==> src/rtl/core/bps_pkg.sv <==
// shared types and constants for the byte pattern search block
package bps_pkg;

	localparam int BYTE_W        = 8;
	localparam int PAT_IDX_W     = 9;
	localparam int PAT_LEN_W     = 9;
	localparam int HIT_LIMIT_W   = 7;
	localparam int HIT_COUNT_W   = 7;
	localparam int APB_ADDR_W    = 3;
	localparam int APB_DATA_W    = 32;

	localparam int DEF_PATTERN_DEPTH = 512;
	localparam int DEF_OFFSET_BITS   = 26;
	localparam int DEF_MAX_HITS      = 64;

	localparam logic [PAT_LEN_W-1:0]   PAT_LEN_RST   = 9'd3;
	localparam logic [HIT_LIMIT_W-1:0] HIT_LIMIT_RST = 7'd64;

	// register indexes, taken from paddr[2]
	localparam logic REG_PAT_LEN   = 1'b0;
	localparam logic REG_HIT_LIMIT = 1'b1;

	// input selector on s_tuser
	localparam logic FUNC_LOAD = 1'b0;
	localparam logic FUNC_SCAN = 1'b1;

	// result kind on m_tuser
	localparam logic KIND_HIT     = 1'b0;
	localparam logic KIND_SUMMARY = 1'b1;

	// per-beat control broadcast to every cell
	typedef struct packed {
		logic              scan;
		logic              clear;
		logic [BYTE_W-1:0] value;
	} bps_cell_ctrl_t;

endpackage

==> src/rtl/core/bps_cell.sv <==
// one cell of the match chain: a pattern byte and its partial match bit
module bps_cell #(
	parameter bit HEAD = 1'b0
) (
	input  logic                    clk,
	input  logic                    arst_n,
	input  bps_pkg::bps_cell_ctrl_t ctrl,
	input  logic                    wr_en,
	input  logic                    prev,
	output logic                    match
);
	import bps_pkg::*;

	logic [BYTE_W-1:0] pat_q;
	logic              match_q;
	logic              chain_in;

	// the head cell always starts a new prefix, the others drop it on a region start
	assign chain_in = prev & (HEAD | ~ctrl.clear);

	always_ff @(posedge clk) begin
		if (wr_en) begin
			pat_q <= ctrl.value;
		end
	end

	always_ff @(posedge clk or negedge arst_n) begin
		if (!arst_n) begin
			match_q <= 1'b0;
		end else if (ctrl.scan) begin
			match_q <= chain_in & (pat_q == ctrl.value);
		end
	end

	assign match = match_q;

endmodule

==> config.mk <==
export PLATFORM = sky130hd
export DESIGN_NAME = bps_cell
export DESIGN_NICKNAME = d
export VERILOG_FILES = /design/src/rtl/core/bps_pkg.sv /design/src/rtl/core/bps_cell.sv
export SDC_FILE = /design/constraint.sdc
export NUM_CORES = 1
export LEC_CHECK = 0
export ABC_AREA = 1
export BUFFER_PORTS_ARGS = -buffer_cell sky130_fd_sc_hd__buf_4
export CELL_PAD_IN_SITES_DETAIL_PLACEMENT = 1
export CELL_PAD_IN_SITES_GLOBAL_PLACEMENT = 1
export CORE_MARGIN = 4
export CORE_UTILIZATION = 29
export DETAILED_ROUTE_END_ITERATION = 8
export PLACE_DENSITY_LB_ADDON = 0.1
export SLEW_MARGIN = 20
export SYNTH_ARGS = -nofsm -noshare
export SYNTH_HDL_FRONTEND = slang
export SYNTH_SLANG_ARGS = --single-unit
==> constraint.sdc <==
create_clock -name clk -period 0.8 [get_ports clk]
set_clock_uncertainty 0.05 [all_clocks]
set_input_delay 0.08 -clock clk [delete_from_list [all_inputs] [get_ports clk]]
set_output_delay 0.08 -clock clk [all_outputs]
set_load 0.05 [all_outputs]
After elaboration in Yosys (flattened, before gate mapping)
Cells that the tools add are included. Widths: inputs -> output; s select.

Equality and inequality tests: 1. Bitwise gates (word level): 3.

Operator list (number): $eq 8x8->1 (1); $and 1x1->1 (2); $not 1->1 (1).

Bits in registers: 9. Bits of input ports: 14. Logic and storage cells: 6.

Depth between registers and ports, before layout
Depth after elaboration: 3. Mapped depth: 8. Mapped depth without buffers: 8.

Worst setup path before layout
Ideal clock, no wire load.

Kind: reg-to-reg. From: register, netlist name match. To: register match_q (netlist: match). Setup time: 118 ps. Data arrival time: 718 ps. Required time: 632 ps. Setup slack: -86 ps. Stages on the path, launching flop included: 3. Path buffers: 0. Period minus slack after synthesis: 886 ps. Cells stage by stage: dfrtp_1 -> nand2_1 -> nand2_1.

RTL lines: to (signal assigned) (line bps_cell.sv:31) `match_q <= chain_in & (pat_q == ctrl.value);`; to (decl) (line bps_cell.sv:15) `logic match_q;`.

Worst setup path in the final report
From: register pat_q[6]. To: register match_q (netlist: match).

Longest elaborated chain between the ends: 2.

Ends and longest elaborated chain: from (decl) (line bps_cell.sv:14) `logic [BYTE_W-1:0] pat_q;`; from (signal assigned) (line bps_cell.sv:23) `pat_q <= ctrl.value;`; $eq 8x8->1 (line bps_cell.sv:31); $and 1x1->1 (line bps_cell.sv:31).

Every way passes these cells. A chain may end at the register's enable or synchronous reset.

==> qor.txt <==
sequential-to-total area share from yosys stat = 0.604
antenna cells = 0
Yosys top cell area share = 0.547
row count = 13
CP Class = register to register
CP dominant cell by count = nand2_1
largest net degree at the start of global routing = 9
hpwl dp = 632 um
Starting Density = 0.321
H-tree depth reported by CTS = 1
Congestion Overflow GR = 0
first-pass GRT wire length = 1.64 mm
Yosys top cell by area = edfxtp_1
Buf/Inv on CP = 1
crit path DAT = 1.09 ns
share of cells above drive strength 1 = 0.260
Tmin final = 0.950 ns
Die Y = 46.9 um
Hold Path Class = primary input to register
critical-path maximum fanout = 2
Worst-Skew Late Latency = 0.25 ns
Layout area overhead = 58.4%
crit-path max cell delay = 0.39 ns
Final Util = 0.509
status = finished, violations left
area of the mapped netlist = 439 um2
core outline area = 1370 um2
initial antenna violation count = 0
count leader, synth = nand2_1
GRT Total Usage = 0.108
nets = 92
top post-synthesis cells by area = edfxtp_1 55%, nand2_1 16%, inv_1 11%
drt pass-1 iters = 3
critical path cell sequence = nand2_1, nand2_1, inv_1, nand2_1, nor2_1, nand3_1, nand2_1
Worst-Margin Slew = 0.151 ns
Filler Cell Count = 177
Die X = 46.9 um
register bit count reported by yosys = 9
final WL = 933 um
WL/cell = 10.1 um
CP startpoint = pat_q[6]$_DFFE_PP_
FF-to-FF Start = pat_q[6]$_DFFE_PP_
main flop type after synthesis = edfxtp_1
DR DRC count = 0
Mapped Avg Cell Area = 8.78 um2
synth cell count leaders = 19 x nand2_1, 13 x inv_1, 8 x edfxtp_1
Levels on crit path = 7
synth unique cells = 8
largest delay contributor family on the critical path = simple AND/OR/NAND/NOR gates
period utilization = 1.19
reg2reg path depth = 7
Critical Path Start Type = register
Max-Cap Viols = 0
Avg Vias per Cell = 4.20
CP endpoint kind = register
final setup fails = 2
Worst VDD drop = 1.16 mV
Crit-path slowest cell = edfxtp_1
hold path cells = 4
Routed Antenna Nets = 0
syn nets = 64
CTS tree = done
I/O pin count = 15
RSZ-0062 raised after global routing = yes
Post-Place Worst Slack = -0.150 ns
Max clock buf depth = 2
Total Neg Setup Slack = -0.298 ns
Setup WS post-layout = -0.150 ns
vias in the first global route = 398
Yosys Warn Count = 0
relative slew slack = 0.899
Final Hold Viols = 0
Leak Pwr = 0.000373 uW
fraction of registers with async set/reset = 0.111
Port Buf Inserts = 14
root buffer cell = clkbuf_4
Post-synth EDFFs = 8
Required @ worst endpoint = 0.94 ns
max-slew violations = 0
GPL Wtd Cong = 0.689
Synth Instances = 50
Clk pin slew, worst setup/hold paths = 0.06 ns
die area = 2200 um2
Fmax = 1050 MHz
PD cells = 1550 nW/um2
Vias = 386
CTS buffer count = 3
Sink Count = 9
hold path start = ctrl[9]
Initial DRC Count = 1
failing checks = setup timing
[logic make-up after synthesis]
logic type                Yosys count  share of synthesized area
and+or+nand+nor                    25                      0.225
buffers and inverters              13                      0.111
DFF                                 9                      0.604
xor gates and xnor gates            3                     0.0598
[layer usage]
layer  GRT usage  routed length [um]  vias to the layer above
met5           0                   0                        -
met2       0.179                 480                       12
met3      0.0345                  67                        0
met4      0.0331                   0                        0
li1            -                   -                      202
met1       0.135                 385                      172
[final cells by class]
cell class	count	area [um2]	share of cell area
clock buffer	4	26.3	0.0378
inverter	13	48.8	0.0701
sequential	9	267	0.383
tap	15	18.8	0.0270
multi-input combinational	28	128	0.183
timing repair buffer	23	208	0.299
[metrics by stage]
stage / std cells / hold WS (ns) / total power, uW / area (um2)
3_3_place_gp: 79 / -0.195 / 703 / 564
5_1_grt: 92 / 0.0312 / 1160 / 696
6_report: 92 / 0.0182 / 1080 / 696
2_1_floorplan: 50 / -0.266 / 630 / 440
4_1_cts: 92 / 0.00723 / 1100 / 684
3_5_place_dp: 79 / -0.194 / 709 / 564
[power by group]
group,internal (uW),total (uW),switching (uW)
Clock,192,342,150
Combinational,102,174,72.3
Sequential,550,564,14.6
[worst paths after layout]
check	to	slack, ns
max reg2reg	match$_DFFE_PN0P_	-0.15
min reg2reg	match$_DFFE_PN0P_	0.47
min in group asynchronous	match$_DFFE_PN0P_	0.09
min	match$_DFFE_PN0P_	0.02
max	match$_DFFE_PN0P_	-0.15
max in group asynchronous	match$_DFFE_PN0P_	0.52
[timing repair]
action	in CTS	in global routing
resized for setup	1	4
pin swaps	0	3
hold endpoints to repair	9	0
buffers inserted	0	0
setup endpoints to repair	2	4
hold buffers	9	0
[layout by cell type (no fill, tap or decap)]
cell type / count
inv_1: 13
clkbuf_1: 1
edfxtp_1: 8
buf_8: 1
dlymetal6s4s_1: 2
buf_4: 13
xor2_1: 3
nor2_1: 2
dlygate4sd3_1: 7
clkbuf_4: 3
nor2_2: 2
nand2_1: 19
dfrtp_2: 1
nand3_1: 2
[sequential cells by signal, summed over array words and instances (netlist names)]
| name | flops |
|---|---|
| pat_q | 8 |
| match | 1 |
[tightest hold or removal path: stages]
cell and delay [ns]:
buf_4 0.08, inv_1 0.03, nand2_1 0.05, nand2_1 0.04
No activity file was read; power rests on OpenSTA's default activity.
